$ cat src/rtl/core/mwe_pkg.sv
`default_nettype none
// ----------------------------------------------------------------------------
// mwe_pkg: shared definitions for the Microwire EEPROM master
// Command codes, default sizes and the depth of the front-to-back queue.
// ----------------------------------------------------------------------------
package mwe_pkg;

  // Default address and data widths (x8 organization of a 1 Kbit part).
  localparam int ADDR_BITS_DEF = 7;
  localparam int DATA_BITS_DEF = 8;

  // Depth of the queue that separates the decoder from the sequencer.
  localparam int QUEUE_DEPTH = 2;

  // Width of the kind field.
  localparam int KIND_W = 3;

  // Command codes carried in the kind field.
  typedef enum logic [KIND_W-1:0] {
    CMD_TICK  = 3'd0,
    CMD_READ  = 3'd1,
    CMD_WRITE = 3'd2,
    CMD_EWEN  = 3'd3,
    CMD_EWDS  = 3'd4,
    CMD_ERAL  = 3'd5,
    CMD_WRAL  = 3'd6,
    CMD_NONE  = 3'd7
  } cmd_t;

  // Two-bit opcodes sent after the start bit.
  localparam logic [1:0] OP_READ  = 2'b10;
  localparam logic [1:0] OP_WRITE = 2'b01;
  localparam logic [1:0] OP_EXT   = 2'b00;

  // Leading address bits that select the extended commands.
  localparam logic [1:0] EXT_EWEN = 2'b11;
  localparam logic [1:0] EXT_EWDS = 2'b00;
  localparam logic [1:0] EXT_ERAL = 2'b10;
  localparam logic [1:0] EXT_WRAL = 2'b01;

endpackage
`default_nettype wire

$ cat src/rtl/core/microwire_eeprom_master.sv
`default_nettype none
// ----------------------------------------------------------------------------
// microwire_eeprom_master: Microwire master for a 93C46-style EEPROM (x8)
//
// Each input item on the s_ channel is one bus tick (half a serial clock
// period) and may carry a command in s_tuser: read, write, write enable,
// write disable, erase all or write all. A command is taken only while no
// sequence runs; otherwise it is ignored and flagged as rejected. Each input
// item yields exactly one result item on the m_ channel with the pin levels
// after that tick, the last read byte, a read-done pulse, busy and rejected.
//
// A decoder builds the header and pushes a two-entry queue; the sequencer
// pops it and registers the result, so a result item passes through the
// queue and the output register, and one item is taken per cycle when the
// receiver keeps up. When m_tready is low the output register holds, the
// queue fills, and s_tready drops once both queue entries are occupied.
//
// Reset (synchronous, rst high) returns the sequencer to idle with all pins
// low, clears the read byte and empties the queue; no clearing pass is run.
// ----------------------------------------------------------------------------
module microwire_eeprom_master #(
  parameter int ADDR_BITS = mwe_pkg::ADDR_BITS_DEF,
  parameter int DATA_BITS = mwe_pkg::DATA_BITS_DEF
) (
  input  wire logic clk,
  input  wire logic rst,
  input  wire logic s_tvalid,
  output logic      s_tready,
  // address, write_value, miso, zero fill
  input  wire logic [((ADDR_BITS+DATA_BITS+1+7)/8)*8-1:0] s_tdata,
  // kind
  input  wire logic [mwe_pkg::KIND_W-1:0] s_tuser,
  output logic      m_tvalid,
  input  wire logic m_tready,
  // chip_select, serial_clock, serial_out, read_value, read_done,
  // busy_res, rejected, zero fill
  output logic      [((6+DATA_BITS+7)/8)*8-1:0] m_tdata
);
  import mwe_pkg::*;

  localparam int IN_W    = ((ADDR_BITS + DATA_BITS + 1 + 7) / 8) * 8;
  localparam int OUT_W   = ((6 + DATA_BITS + 7) / 8) * 8;
  localparam int ENTRY_W = 1 + KIND_W + ADDR_BITS + 3 + DATA_BITS + 1;

  // Positions of the result fields.
  localparam int O_CS   = 0;
  localparam int O_SCK  = 1;
  localparam int O_SO   = 2;
  localparam int O_DONE = 3 + DATA_BITS;
  localparam int O_BUSY = 4 + DATA_BITS;
  localparam int O_REJ  = 5 + DATA_BITS;

  logic [ENTRY_W-1:0] entry;
  logic [ENTRY_W-1:0] q_data;
  logic               q_valid;
  logic               q_pop;

  // Decoder.
  mwe_front #(
    .ADDR_BITS (ADDR_BITS),
    .DATA_BITS (DATA_BITS),
    .IN_W      (IN_W),
    .ENTRY_W   (ENTRY_W)
  ) u_front (
    .s_tdata (s_tdata),
    .s_tuser (s_tuser),
    .entry   (entry)
  );

  // Queue between decoder and sequencer.
  mwe_queue #(
    .WIDTH (ENTRY_W),
    .DEPTH (QUEUE_DEPTH)
  ) u_queue (
    .clk       (clk),
    .rst       (rst),
    .push      (s_tvalid),
    .push_data (entry),
    .not_full  (s_tready),
    .pop       (q_pop),
    .pop_data  (q_data),
    .not_empty (q_valid)
  );

  // Sequencer and output register.
  mwe_back #(
    .ADDR_BITS (ADDR_BITS),
    .DATA_BITS (DATA_BITS),
    .ENTRY_W   (ENTRY_W),
    .OUT_W     (OUT_W)
  ) u_back (
    .clk      (clk),
    .rst      (rst),
    .q_valid  (q_valid),
    .q_data   (q_data),
    .q_pop    (q_pop),
    .m_tvalid (m_tvalid),
    .m_tready (m_tready),
    .m_tdata  (m_tdata)
  );

  // Busy flag of the last delivered result item.
  logic last_busy;

  always_ff @(posedge clk) begin
    if (rst) begin
      last_busy <= 1'b0;
    end else if (m_tvalid && m_tready) begin
      last_busy <= m_tdata[O_BUSY];
    end
  end

  // When no sequence runs, every bus pin rests low.
  a_idle_pins_low: assert property (@(posedge clk) disable iff (rst)
    m_tvalid && !m_tdata[O_BUSY] |-> !m_tdata[O_CS] && !m_tdata[O_SCK] && !m_tdata[O_SO])
    else $error("bus pins not low while idle");

  // A completed read ends the sequence on the same tick.
  a_done_ends_busy: assert property (@(posedge clk) disable iff (rst)
    m_tvalid && m_tdata[O_DONE] |-> !m_tdata[O_BUSY] && last_busy)
    else $error("read done outside a running sequence");

  // A command is rejected only while the previous tick left a sequence running.
  a_reject_when_busy: assert property (@(posedge clk) disable iff (rst)
    m_tvalid && m_tdata[O_REJ] |-> last_busy)
    else $error("command rejected while idle");

endmodule
`default_nettype wire

$ cat src/rtl/core/mwe_front.sv
`default_nettype none
// ----------------------------------------------------------------------------
// mwe_front: input decoder
// Unpacks an input item, classifies its kind and builds the serial header,
// then packs everything the sequencer needs into one queue entry.
// ----------------------------------------------------------------------------
module mwe_front #(
  parameter int ADDR_BITS = mwe_pkg::ADDR_BITS_DEF,
  parameter int DATA_BITS = mwe_pkg::DATA_BITS_DEF,
  parameter int IN_W      = 16,
  parameter int ENTRY_W   = 1 + mwe_pkg::KIND_W + ADDR_BITS + 3 + DATA_BITS + 1
) (
  input  wire logic [IN_W-1:0]            s_tdata,
  input  wire logic [mwe_pkg::KIND_W-1:0] s_tuser,
  output logic      [ENTRY_W-1:0]         entry
);
  import mwe_pkg::*;

  localparam int HDR_BITS = ADDR_BITS + 3;

  logic [KIND_W-1:0]    kind;
  logic [ADDR_BITS-1:0] address;
  logic [DATA_BITS-1:0] write_value;
  logic                 miso;
  logic                 is_cmd;
  logic [1:0]           opcode;
  logic [ADDR_BITS-1:0] low_bits;
  logic [HDR_BITS-1:0]  header;

  // Field unpacking, first field in the lowest bits; the kind rides in tuser.
  assign kind        = s_tuser;
  assign address     = s_tdata[ADDR_BITS-1:0];
  assign write_value = s_tdata[ADDR_BITS +: DATA_BITS];
  assign miso        = s_tdata[ADDR_BITS+DATA_BITS];

  // Opcode and address part of the header for each command.
  always_comb begin
    opcode   = OP_EXT;
    low_bits = '0;
    is_cmd   = 1'b1;
    case (cmd_t'(kind))
      CMD_READ: begin
        opcode   = OP_READ;
        low_bits = address;
      end
      CMD_WRITE: begin
        opcode   = OP_WRITE;
        low_bits = address;
      end
      CMD_EWEN: low_bits = {EXT_EWEN, {(ADDR_BITS-2){1'b0}}};
      CMD_EWDS: low_bits = {EXT_EWDS, {(ADDR_BITS-2){1'b0}}};
      CMD_ERAL: low_bits = {EXT_ERAL, {(ADDR_BITS-2){1'b0}}};
      CMD_WRAL: low_bits = {EXT_WRAL, {(ADDR_BITS-2){1'b0}}};
      default:  is_cmd   = 1'b0;
    endcase
  end

  assign header = {1'b1, opcode, low_bits};

  // Entry layout from the lowest bit: is_cmd, kind, header, data, miso.
  assign entry = {miso, write_value, header, kind, is_cmd};

endmodule
`default_nettype wire

$ cat src/rtl/core/mwe_queue.sv
`default_nettype none
// ----------------------------------------------------------------------------
// mwe_queue: short item queue
// A small register FIFO between the decoder and the sequencer so that each
// side can stall on its own.
// ----------------------------------------------------------------------------
module mwe_queue #(
  parameter int WIDTH = 8,
  parameter int DEPTH = mwe_pkg::QUEUE_DEPTH
) (
  input  wire logic             clk,
  input  wire logic             rst,
  input  wire logic             push,
  input  wire logic [WIDTH-1:0] push_data,
  output logic                  not_full,
  input  wire logic             pop,
  output logic      [WIDTH-1:0] pop_data,
  output logic                  not_empty
);
  import mwe_pkg::*;

  localparam int PTR_W = (DEPTH > 1) ? $clog2(DEPTH) : 1;
  localparam int CNT_W = $clog2(DEPTH + 1);

  logic [WIDTH-1:0] slots [DEPTH];
  logic [PTR_W-1:0] wr_ptr;
  logic [PTR_W-1:0] rd_ptr;
  logic [CNT_W-1:0] count;
  logic             do_push;
  logic             do_pop;

  assign not_full  = (count != CNT_W'(DEPTH));
  assign not_empty = (count != '0);
  assign do_push   = push && not_full;
  assign do_pop    = pop && not_empty;
  assign pop_data  = slots[rd_ptr];

  // Pointers and fill count.
  always_ff @(posedge clk) begin
    if (rst) begin
      wr_ptr <= '0;
      rd_ptr <= '0;
      count  <= '0;
    end else begin
      if (do_push) begin
        wr_ptr <= (wr_ptr == PTR_W'(DEPTH - 1)) ? '0 : wr_ptr + 1'b1;
      end
      if (do_pop) begin
        rd_ptr <= (rd_ptr == PTR_W'(DEPTH - 1)) ? '0 : rd_ptr + 1'b1;
      end
      if (do_push && !do_pop) begin
        count <= count + 1'b1;
      end else if (do_pop && !do_push) begin
        count <= count - 1'b1;
      end
    end
  end

  // Entry storage.
  always_ff @(posedge clk) begin
    if (do_push) begin
      slots[wr_ptr] <= push_data;
    end
  end

endmodule
`default_nettype wire

$ cat src/rtl/core/mwe_back.sv
`default_nettype none
// ----------------------------------------------------------------------------
// mwe_back: bus sequencer
// Runs one tick of the Microwire sequence for each queued item and holds the
// result item in an output register until the receiver takes it.
// ----------------------------------------------------------------------------
module mwe_back #(
  parameter int ADDR_BITS = mwe_pkg::ADDR_BITS_DEF,
  parameter int DATA_BITS = mwe_pkg::DATA_BITS_DEF,
  parameter int ENTRY_W   = 1 + mwe_pkg::KIND_W + ADDR_BITS + 3 + DATA_BITS + 1,
  parameter int OUT_W     = 16
) (
  input  wire logic               clk,
  input  wire logic               rst,
  input  wire logic               q_valid,
  input  wire logic [ENTRY_W-1:0] q_data,
  output logic                    q_pop,
  output logic                    m_tvalid,
  input  wire logic               m_tready,
  output logic      [OUT_W-1:0]   m_tdata
);
  import mwe_pkg::*;

  localparam int HDR_BITS = ADDR_BITS + 3;
  localparam int MAX_BITS = (HDR_BITS > DATA_BITS) ? HDR_BITS : DATA_BITS;
  localparam int CNT_W    = $clog2(MAX_BITS + 1);

  typedef enum logic [3:0] {
    PH_IDLE, PH_HDR_LO, PH_HDR_HI, PH_DAT_LO, PH_DAT_HI,
    PH_RD_LO, PH_RD_HI, PH_DESEL, PH_POLL, PH_END
  } phase_t;

  // Queue entry fields.
  logic                 e_is_cmd;
  logic [KIND_W-1:0]    e_kind;
  logic [HDR_BITS-1:0]  e_header;
  logic [DATA_BITS-1:0] e_wval;
  logic                 e_miso;

  assign {e_miso, e_wval, e_header, e_kind, e_is_cmd} = q_data;

  // Sequencer state.
  phase_t               phase, phase_next;
  logic [CNT_W-1:0]     bit_count, bit_count_next, cnt_inc;
  logic [HDR_BITS-1:0]  header_shift, header_shift_next;
  logic [DATA_BITS-1:0] data_shift, data_shift_next;
  logic [DATA_BITS-1:0] read_assembly, read_assembly_next;
  logic [KIND_W-1:0]    current_command, current_command_next;
  logic                 cs, cs_next, sck, sck_next, so, so_next;
  logic                 done, rej;

  assign q_pop   = q_valid && (!m_tvalid || m_tready);
  assign cnt_inc = bit_count + 1'b1;

  // One bus tick.
  always_comb begin
    phase_next           = phase;
    bit_count_next       = bit_count;
    header_shift_next    = header_shift;
    data_shift_next      = data_shift;
    read_assembly_next   = read_assembly;
    current_command_next = current_command;
    cs_next              = cs;
    sck_next             = sck;
    so_next              = so;
    done                 = 1'b0;
    rej                  = e_is_cmd && (phase != PH_IDLE);

    if (e_is_cmd && (phase == PH_IDLE)) begin
      // A new command raises select and drives the start bit at once.
      current_command_next = e_kind;
      header_shift_next    = e_header;
      data_shift_next      = e_wval;
      bit_count_next       = '0;
      cs_next              = 1'b1;
      sck_next             = 1'b0;
      so_next              = e_header[HDR_BITS-1];
      phase_next           = PH_HDR_HI;
    end else begin
      case (phase)
        PH_HDR_LO: begin
          cs_next    = 1'b1;
          sck_next   = 1'b0;
          so_next    = header_shift[HDR_BITS-1];
          phase_next = PH_HDR_HI;
        end
        PH_HDR_HI: begin
          sck_next          = 1'b1;
          header_shift_next = {header_shift[HDR_BITS-2:0], 1'b0};
          if (cnt_inc >= CNT_W'(HDR_BITS)) begin
            bit_count_next = '0;
            if (current_command == CMD_READ) begin
              data_shift_next = '0;
              phase_next      = PH_RD_LO;
            end else if (current_command == CMD_WRITE || current_command == CMD_WRAL) begin
              phase_next = PH_DAT_LO;
            end else begin
              phase_next = PH_END;
            end
          end else begin
            bit_count_next = cnt_inc;
            phase_next     = PH_HDR_LO;
          end
        end
        PH_DAT_LO: begin
          sck_next   = 1'b0;
          so_next    = data_shift[DATA_BITS-1];
          phase_next = PH_DAT_HI;
        end
        PH_DAT_HI: begin
          sck_next        = 1'b1;
          data_shift_next = {data_shift[DATA_BITS-2:0], 1'b0};
          if (cnt_inc >= CNT_W'(DATA_BITS)) begin
            bit_count_next = '0;
            phase_next     = PH_DESEL;
          end else begin
            bit_count_next = cnt_inc;
            phase_next     = PH_DAT_LO;
          end
        end
        PH_RD_LO: begin
          sck_next   = 1'b0;
          so_next    = 1'b0;
          phase_next = PH_RD_HI;
        end
        PH_RD_HI: begin
          // Sample the EEPROM output after the rising serial clock.
          sck_next        = 1'b1;
          data_shift_next = {data_shift[DATA_BITS-2:0], e_miso};
          if (cnt_inc >= CNT_W'(DATA_BITS)) begin
            bit_count_next = '0;
            phase_next     = PH_END;
          end else begin
            bit_count_next = cnt_inc;
            phase_next     = PH_RD_LO;
          end
        end
        PH_DESEL: begin
          cs_next    = 1'b0;
          sck_next   = 1'b0;
          so_next    = 1'b0;
          phase_next = PH_POLL;
        end
        PH_POLL: begin
          // Ready poll: select is raised first, then busy ends on a high MISO.
          if (cs && e_miso) begin
            cs_next    = 1'b0;
            phase_next = PH_IDLE;
          end else begin
            cs_next = 1'b1;
          end
        end
        PH_END: begin
          cs_next    = 1'b0;
          sck_next   = 1'b0;
          so_next    = 1'b0;
          phase_next = PH_IDLE;
          if (current_command == CMD_READ) begin
            read_assembly_next = data_shift;
            done               = 1'b1;
          end
        end
        default: begin
          cs_next    = 1'b0;
          sck_next   = 1'b0;
          so_next    = 1'b0;
          phase_next = PH_IDLE;
        end
      endcase
    end
  end

  // State and output register, advanced once per consumed item.
  always_ff @(posedge clk) begin
    if (rst) begin
      phase           <= PH_IDLE;
      bit_count       <= '0;
      header_shift    <= '0;
      data_shift      <= '0;
      read_assembly   <= '0;
      current_command <= '0;
      cs              <= 1'b0;
      sck             <= 1'b0;
      so              <= 1'b0;
      m_tvalid        <= 1'b0;
      m_tdata         <= '0;
    end else begin
      if (q_pop) begin
        phase           <= phase_next;
        bit_count       <= bit_count_next;
        header_shift    <= header_shift_next;
        data_shift      <= data_shift_next;
        read_assembly   <= read_assembly_next;
        current_command <= current_command_next;
        cs              <= cs_next;
        sck             <= sck_next;
        so              <= so_next;
        m_tdata         <= OUT_W'({rej, (phase_next != PH_IDLE), done,
                                   read_assembly_next, so_next, sck_next, cs_next});
        m_tvalid        <= 1'b1;
      end else if (m_tready) begin
        m_tvalid <= 1'b0;
      end
    end
  end

endmodule
`default_nettype wire

$ cat config.mk
export PLATFORM = sky130hd
export DESIGN_NAME = microwire_eeprom_master
export DESIGN_NICKNAME = d
export VERILOG_FILES = /design/src/rtl/core/mwe_pkg.sv /design/src/rtl/core/microwire_eeprom_master.sv /design/src/rtl/core/mwe_front.sv /design/src/rtl/core/mwe_queue.sv /design/src/rtl/core/mwe_back.sv
export SDC_FILE = /design/constraint.sdc
export NUM_CORES = 1
export LEC_CHECK = 0
export ABC_CLOCK_PERIOD_IN_PS = 2880
export BUFFER_PORTS_ARGS = -buffer_cell sky130_fd_sc_hd__buf_2
export CORE_MARGIN = 2
export CORE_UTILIZATION = 34
export CTS_CLUSTER_DIAMETER = 120
export DETAILED_ROUTE_END_ITERATION = 8
export PLACE_DENSITY = 0.57
export SKIP_CTS_REPAIR_TIMING = 1
export SYNTH_ARGS = -nofsm -noshare
export SYNTH_HDL_FRONTEND = slang
export SYNTH_SLANG_ARGS = --single-unit
$ cat constraint.sdc
create_clock -name clk -period 2.88 [get_ports clk]
set_input_delay 0.288 -clock clk [delete_from_list [all_inputs] [get_ports clk]]
set_output_delay 0.288 -clock clk [all_outputs]
set_load 0.03 [all_outputs]
* Yosys cells after proc, flatten, opt, wreduce, memory -nomap -nowiden
Memory sizes are Yosys's and may differ from the RTL's. A register that Yosys moved wholly into a read port is not among the register bits. Index checks and enable logic that the tools add are counted.
Word-level totals: register bits after elaboration 59, RAM bits 44, output and inout port bits 18, input port bits 23, latch bits 0, memories 1, memory bits (read-only) 0
Operators by class: multiply operators 0, equality and inequality tests 21, order comparisons 2, bitwise operators 0, shift-type cells 0, muxes and demuxes 44, reduce and logical (&&, ||, !) cells 32, add/subtract/negate cells 5, divide/modulo/power cells 0
Memory list:
- u_queue.slots | depth 2, bits a word 22, rd ports 1, clocked after Yosys merged registers in 1, wr ports 1, RTL line mwe_queue.sv:25 | logic [WIDTH-1:0] slots [DEPTH];
Operators by type and width (number):
- 8-bit two-way mux | 6
- 4-bit two-way mux | 9
- 4-bit case mux with 8 select lines | 1
- 7-bit case mux with 4 select lines | 1
- 8-bit case mux with 3 select lines | 1
- 10-bit two-way mux | 2
- 4-bit by 3-bit equality test with 1-bit output (second input constant) | 4
- 1-bit two-way mux | 16
- 3-bit equality test (second input constant) | 4
- 4-bit nonzero test | 3
- 3-bit by 2-bit equality test with 1-bit output (second input constant) | 3
- 4-bit by 2-bit equality test with 1-bit output (second input constant) | 2
- 4-bit equality test (second input constant) | 2
- 4-bit greater-or-equal comparator (second input constant) | 2
- 1-bit logical AND | 8
- 4-bit case mux with 2 select lines | 1
- 2-bit nonzero test | 4
- 3-bit by 1-bit equality test with 1-bit output (second input constant) | 2
- 3-bit by 1-bit inequality test with 1-bit output (second input constant) | 2
- 1-bit case mux with 3 select lines | 2
- 2-bit AND reduction | 3
- 6-bit OR reduction | 1
- 5-bit OR reduction | 1
- 4-bit by 1-bit adder with 4-bit output (second input constant) | 1
- other kinds (17) | 23

* Depth between registers and ports, before layout
word-level depth 8, gate-level depth with buffers 8, gate-level depth less buffers 7

* Modules after synthesis
A second synthesis with hierarchy kept.
Second synthesis, totals: cell total of the unflattened synthesis 392, area, all modules 4352.9 um2
Modules (own cells, without submodules):
- mwe_back | cells each 261, instances 1, area an instance 2182.1 um2
- mwe_queue | cells each 95, instances 1, area an instance 1873.0 um2
- mwe_front | cells each 36, instances 1, area an instance 297.8 um2

* Worst setup path after synthesis
No wires, ideal clock.
kind register -> register, start point register u_queue.count[0], end point memory u_queue.slots[0][0] in the netlist's numbering (enable), arrival time 1.833 ns, period minus slack after synthesis 2.234 ns, data required time 2.479 ns, cell stages (with the launch flop) 4, setup time 0.401 ns, slack 0.646 ns, cells stage by stage dfxtp_1 > nand2b_1 > nand2_1 > nor2_1
Between the ends: word-level cells in the longest chain between the ends 4
Ends and longest elaborated chain:
- from (decl) | RTL line mwe_queue.sv:28 | logic [CNT_W-1:0] count;
- from (signal assigned) | RTL line mwe_queue.sv:52 | count <= count + 1'b1;
- from (signal assigned) | RTL line mwe_queue.sv:54 | count <= count - 1'b1;
- 2-bit inequality test | RTL line mwe_queue.sv:32 | assign not_full = (count != CNT_W'(DEPTH));
- named net s_tready | RTL line microwire_eeprom_master.sv:28 | output logic s_tready,
- 1-bit logical AND | RTL line mwe_queue.sv:34 | assign do_push = push && not_full;
- 1-bit two-way mux | RTL line mwe_queue.sv:61 | if (do_push) begin
- 1-bit two-way mux (implied by the code) | RTL line mwe_queue.sv:62 | slots[wr_ptr] <= push_data;
- to (decl) | RTL line mwe_queue.sv:25
The timed path passes the listed nets, and every way through them passes these cells.

* Worst setup path in the final report
start point register u_back.phase[1], end point register u_back.header_shift[1]
Between the ends: word-level cells in the longest chain between the ends 4, elaborated cells on any way between the ends 6, those cells by class eq/ne: 1; mux: 1; reduce/logical: 4
Ends and longest elaborated chain:
- from (decl) | RTL line mwe_back.sv:43 | phase_t phase, phase_next;
- from (signal assigned) | RTL line mwe_back.sv:189 | phase <= phase_next;
- 4-bit zero test | RTL line mwe_back.sv:69 | if (e_is_cmd && (phase == PH_IDLE)) begin
- 1-bit logical AND | RTL line mwe_back.sv:69
- 2-bit nonzero test (no source line)
- 2-bit AND reduction (no source line)
- to (signal assigned) | RTL line mwe_back.sv:191 | header_shift <= header_shift_next;
- to (decl) | RTL line mwe_back.sv:45 | logic [HDR_BITS-1:0] header_shift, header_shift_next;
Parallel ways exist; a longest one is shown, timed or not. A chain may end at the register's enable or synchronous reset.

==> impl_metrics.csv <==
group,metric,value,unit
sta,slew_headroom,0.387,
sta,worst_pin_slew,0.919,ns
pwr,power_frac_seq,0.401,
die,die_w,114,um
final_layout,num_antenna_cells,0,
synthesis,synth-compound-area-share,0.145,
final_layout,area.growth.synth_to_final,13.5,%
routing,drc_errors,0,
cts,clockBufferDepth,2,
routing,drt_iter0_drc,107,
pwr,ir_worst_vdd,0.358,mV
cts,htreeDepth,3,
routing,finalWirelength,8280,um
synthesis,synth_top_family_by_area,"compound AO/OA/AOI/OAI gates",
worst_setup_path,critPathCaptureType,"register",
worst_setup_path,r2r_cells,5,
die,ioPinCount,41,
worst_setup_path,crit_required,3.07,ns
sta,fin_crit,2.21,ns
die,rows,40,
routing,drt.antenna.violating_nets,0,
routing,vias,2834,
die,start_util,0.344,
routing,wire_per_inst,15.1,um
worst_setup_path,r2r_start,"u_back.phase[1]$_SDFFE_PP0P_",
synthesis,postSynthAreaPerCell,11.0,um2
global_routing,grt_overflow,0,
synthesis,synthAdderAreaFrac,0.00920,
worst_hold_path,min_from,"s_tdata[9]",
worst_setup_path,critPathMaxStageDelay,0.77,ns
synthesis,synth_xor_area_frac,0.0147,
sta,holdWs,0.139,ns
final_layout,drive_gt1_frac,0.197,
sta,final-hold-violation-count,0,
sta,finalSetupViolCount,0,
final_layout,fin_cells,549,
sta,fmaxAchievable,453,MHz
global_routing,grtUsageTotal,0.132,
synthesis,synth.yosys.warnings,0,
routing,vias_per_cell,5.16,
placement,gp_congestion,0.859,
pwr,switching_power,1.87,mW
sta,skew,0.00710,ns
cts,tritoncts,"built",
sta,rsz0062_at_grt,"no",
sta,fin_tns_setup,0,ns
synthesis,synth_mux_area_frac,0.0883,
pwr,p_clk_frac,0.220,
worst_setup_path,path_common_cell,"nor2_1",
global_routing,grt_max_degree,50,
worst_setup_path,crit_chain,"nor2_1 > and3_1 > o21ai_4 > a22oi_1 > nor2_1",
sta,finalCritPeriodShare,0.767,
worst_setup_path,arrival,2.40,ns
sta,setup_ws,0.672,ns
pwr,pwr-share-comb,0.380,
pwr,sw_frac_of_total,0.384,
pwr,internal_power,3.01,mW
synthesis,synth_area,4080,um2
cts,cts.sinks,93,
worst_setup_path,startpoint,"u_back.phase[1]$_SDFFE_PP0P_",
placement,dpl.hpwl,5570,um
placement,dpl.cell_count,533,
sta,report.final.slew_viol_count,0,
cts,cts_inserted_buffers,9,
synthesis,ys_types,56,
run,cap_violations,0,
cts,clkLatencyLatePin,0.34,ns
synthesis,syn-instance-count,370,
global_routing,grt_pass1_wl,13300,um
final_layout,n_fill_cell,1149,
global_routing,antenna_found_initial,0,
synthesis,synth-main-ff-cell,"dfxtp_1",
placement,portBuffers,38,
worst_setup_path,critical_path.slowest_cell,"and3_1",
final_layout,finalNetCount,423,
cts,cts_root_buf,"clkbuf_16",
worst_setup_path,worstSetupPathType,"reg -> reg",
cts,path_clk_slew,0.07,ns
synthesis,synth-edff-count,44,
routing,dr.pass1.iters,4,
die,core-area,11900,um2
synthesis,synthSimpleGateAreaFrac,0.136,
worst_hold_path,hold_path.class,"in -> reg",
synthesis,ys_ff_latch,93,
run_status,status,"finished, final reports clean",
synthesis,synthArstFlopShare,0,
die,die_y,114,um
placement,pre_cts_ws,0.715,ns
global_routing,grt_pass1_vias,2632,
die,dieArea,12900,um2
worst_hold_path,hold_depth,1,
pwr,power_density,1050,nW/um2
worst_setup_path,start_kind,"register",
synthesis,yosysSeqAreaShare,0.564,
worst_setup_path,crit_fanout,21,
pwr,leakage,1.67,nW
-- critical path, delay by kind of cell (launching register included) --
family / cells / cell delay, ns
DFF: 1 / 0.44
and+or+nand+nor: 3 / 1.19
AOI/OAI and AO/OA: 2 / 0.41
-- layout by cell type (no fill, tap or decap), types with 2 or more instances in the layout --
cell type	count
dfxtp_1	49
edfxtp_1	44
buf_2	38
nand2_1	32
a21oi_1	32
nor2_1	31
mux2i_1	21
mux2_2	12
a211oi_1	10
o21ai_0	10
nor3_1	9
clkbuf_16	9
and2_1	8
a32oi_1	7
o211ai_1	7
inv_1	6
nand3_1	6
buf_4	6
and3_1	5
nor2b_1	4
nand2b_1	3
xor2_1	3
ha_1	3
clkinv_1	3
or2_2	2
nor3b_1	2
xnor2_1	2
a21o_1	2
a311oi_1	2
a221oi_1	2
conb_1	2
-- final cells by class --
| class | instances | area [um2] | share of cell area |
|---|---|---|---|
| multi-input combinational | 243 | 1620 | 0.349 |
| clock buffer | 11 | 243 | 0.0524 |
| timing repair buffer | 44 | 235 | 0.0508 |
| tap | 147 | 184 | 0.0397 |
| sequential | 93 | 2300 | 0.497 |
| clock inverter | 5 | 27.5 | 0.00594 |
| inverter | 6 | 22.5 | 0.00486 |
-- layer usage --
layer | GRT usage | vias up | share of wire
li1 | - | 1403 | -
met1 | 0.179 | 1342 | 0.48
met2 | 0.197 | 75 | 0.45
met3 | 0.0351 | 14 | 0.052
met4 | 0.0610 | 0 | 0.021
met5 | 0 | - | 0
-- through the flow --
| step | total power [mW] | util | cell area [um2] |
|---|---|---|---|
| global route | 5.20 | 0.390 | 4630 |
| finish | 4.88 | 0.390 | 4630 |
| CTS | 4.92 | 0.390 | 4630 |
| detailed placement | 3.83 | 0.368 | 4360 |
| global placement | 3.81 | 0.368 | 4360 |
| floorplan | 3.41 | - | 4080 |
-- power by group through the flow --
| stage | clock network [mW] | logic, mW | registers [mW] |
|---|---|---|---|
| after floorplan | 0 | 1.51 | 1.90 |
| final | 1.07 | 1.85 | 1.95 |
| after CTS | 1.11 | 1.86 | 1.95 |
| after global placement | 0 | 1.83 | 1.97 |
| after detailed placement | 0 | 1.85 | 1.98 |
| after global routing | 1.16 | 2.05 | 1.99 |
-- cell families after synthesis --
logic type      count (synthesis)
other cells                     1
xor+xnor                        6
simple gates                  113
flops                          93
compound gates                 85
fa+ha+maj                       3
mux                            34
buf+inv                        35
-- path summary, 6_finish.rpt --
| check | endpoint | slack (ns) |
|---|---|---|
| worst max register to register | u_back.header_shift[1]$_SDFFE_PP0P_ | 0.67 |
| worst max-delay path | u_back.header_shift[1]$_SDFFE_PP0P_ | 0.67 |
| worst min-delay path | u_queue.slots[1][15]$_DFFE_PP_ | 0.14 |
| worst min register to register | u_back.header_shift[7]$_SDFFE_PP0P_ | 0.45 |
-- state kept, by name, indices dropped and copies added, names as in the netlist, named ones only --
signal	cells
u_queue.wr_ptr	1
u_back.bit_count	4
u_queue.count	2
u_back.read_assembly	7
u_back.m_tdata	7
u_queue.slots	44
u_back.current_command	3
u_back.m_tvalid	1
u_back.phase	4
u_back.data_shift	8
u_queue.rd_ptr	1
u_back.header_shift	10
-- synthesized netlist by cell type, types with 2 or more instances --
cell,number,area (um2)
nor2b_1,4,25.0
o211ai_1,7,52.6
and2_1,8,50.1
ha_1,3,37.5
nor3b_1,2,15.0
a21o_1,2,15.0
mux2_2,12,135
a311oi_1,2,17.5
edfxtp_1,44,1320
inv_1,6,22.5
nand3_1,6,30.0
a32oi_1,7,61.3
nor3_1,9,45.0
clkbuf_1,11,41.3
nand2_1,32,120
dfxtp_1,49,981
mux2i_1,21,210
xnor2_1,2,17.5
a221oi_1,2,17.5
buf_4,6,45.0
xor2_1,3,26.3
a21oi_1,32,160
buf_2,11,55.1
and3_1,5,31.3
nand2b_1,3,18.8
a211oi_1,10,75.1
or2_2,2,12.5
nor2_1,32,120
o21ai_0,10,50.1
No activity file was read; power rests on OpenSTA's default activity.
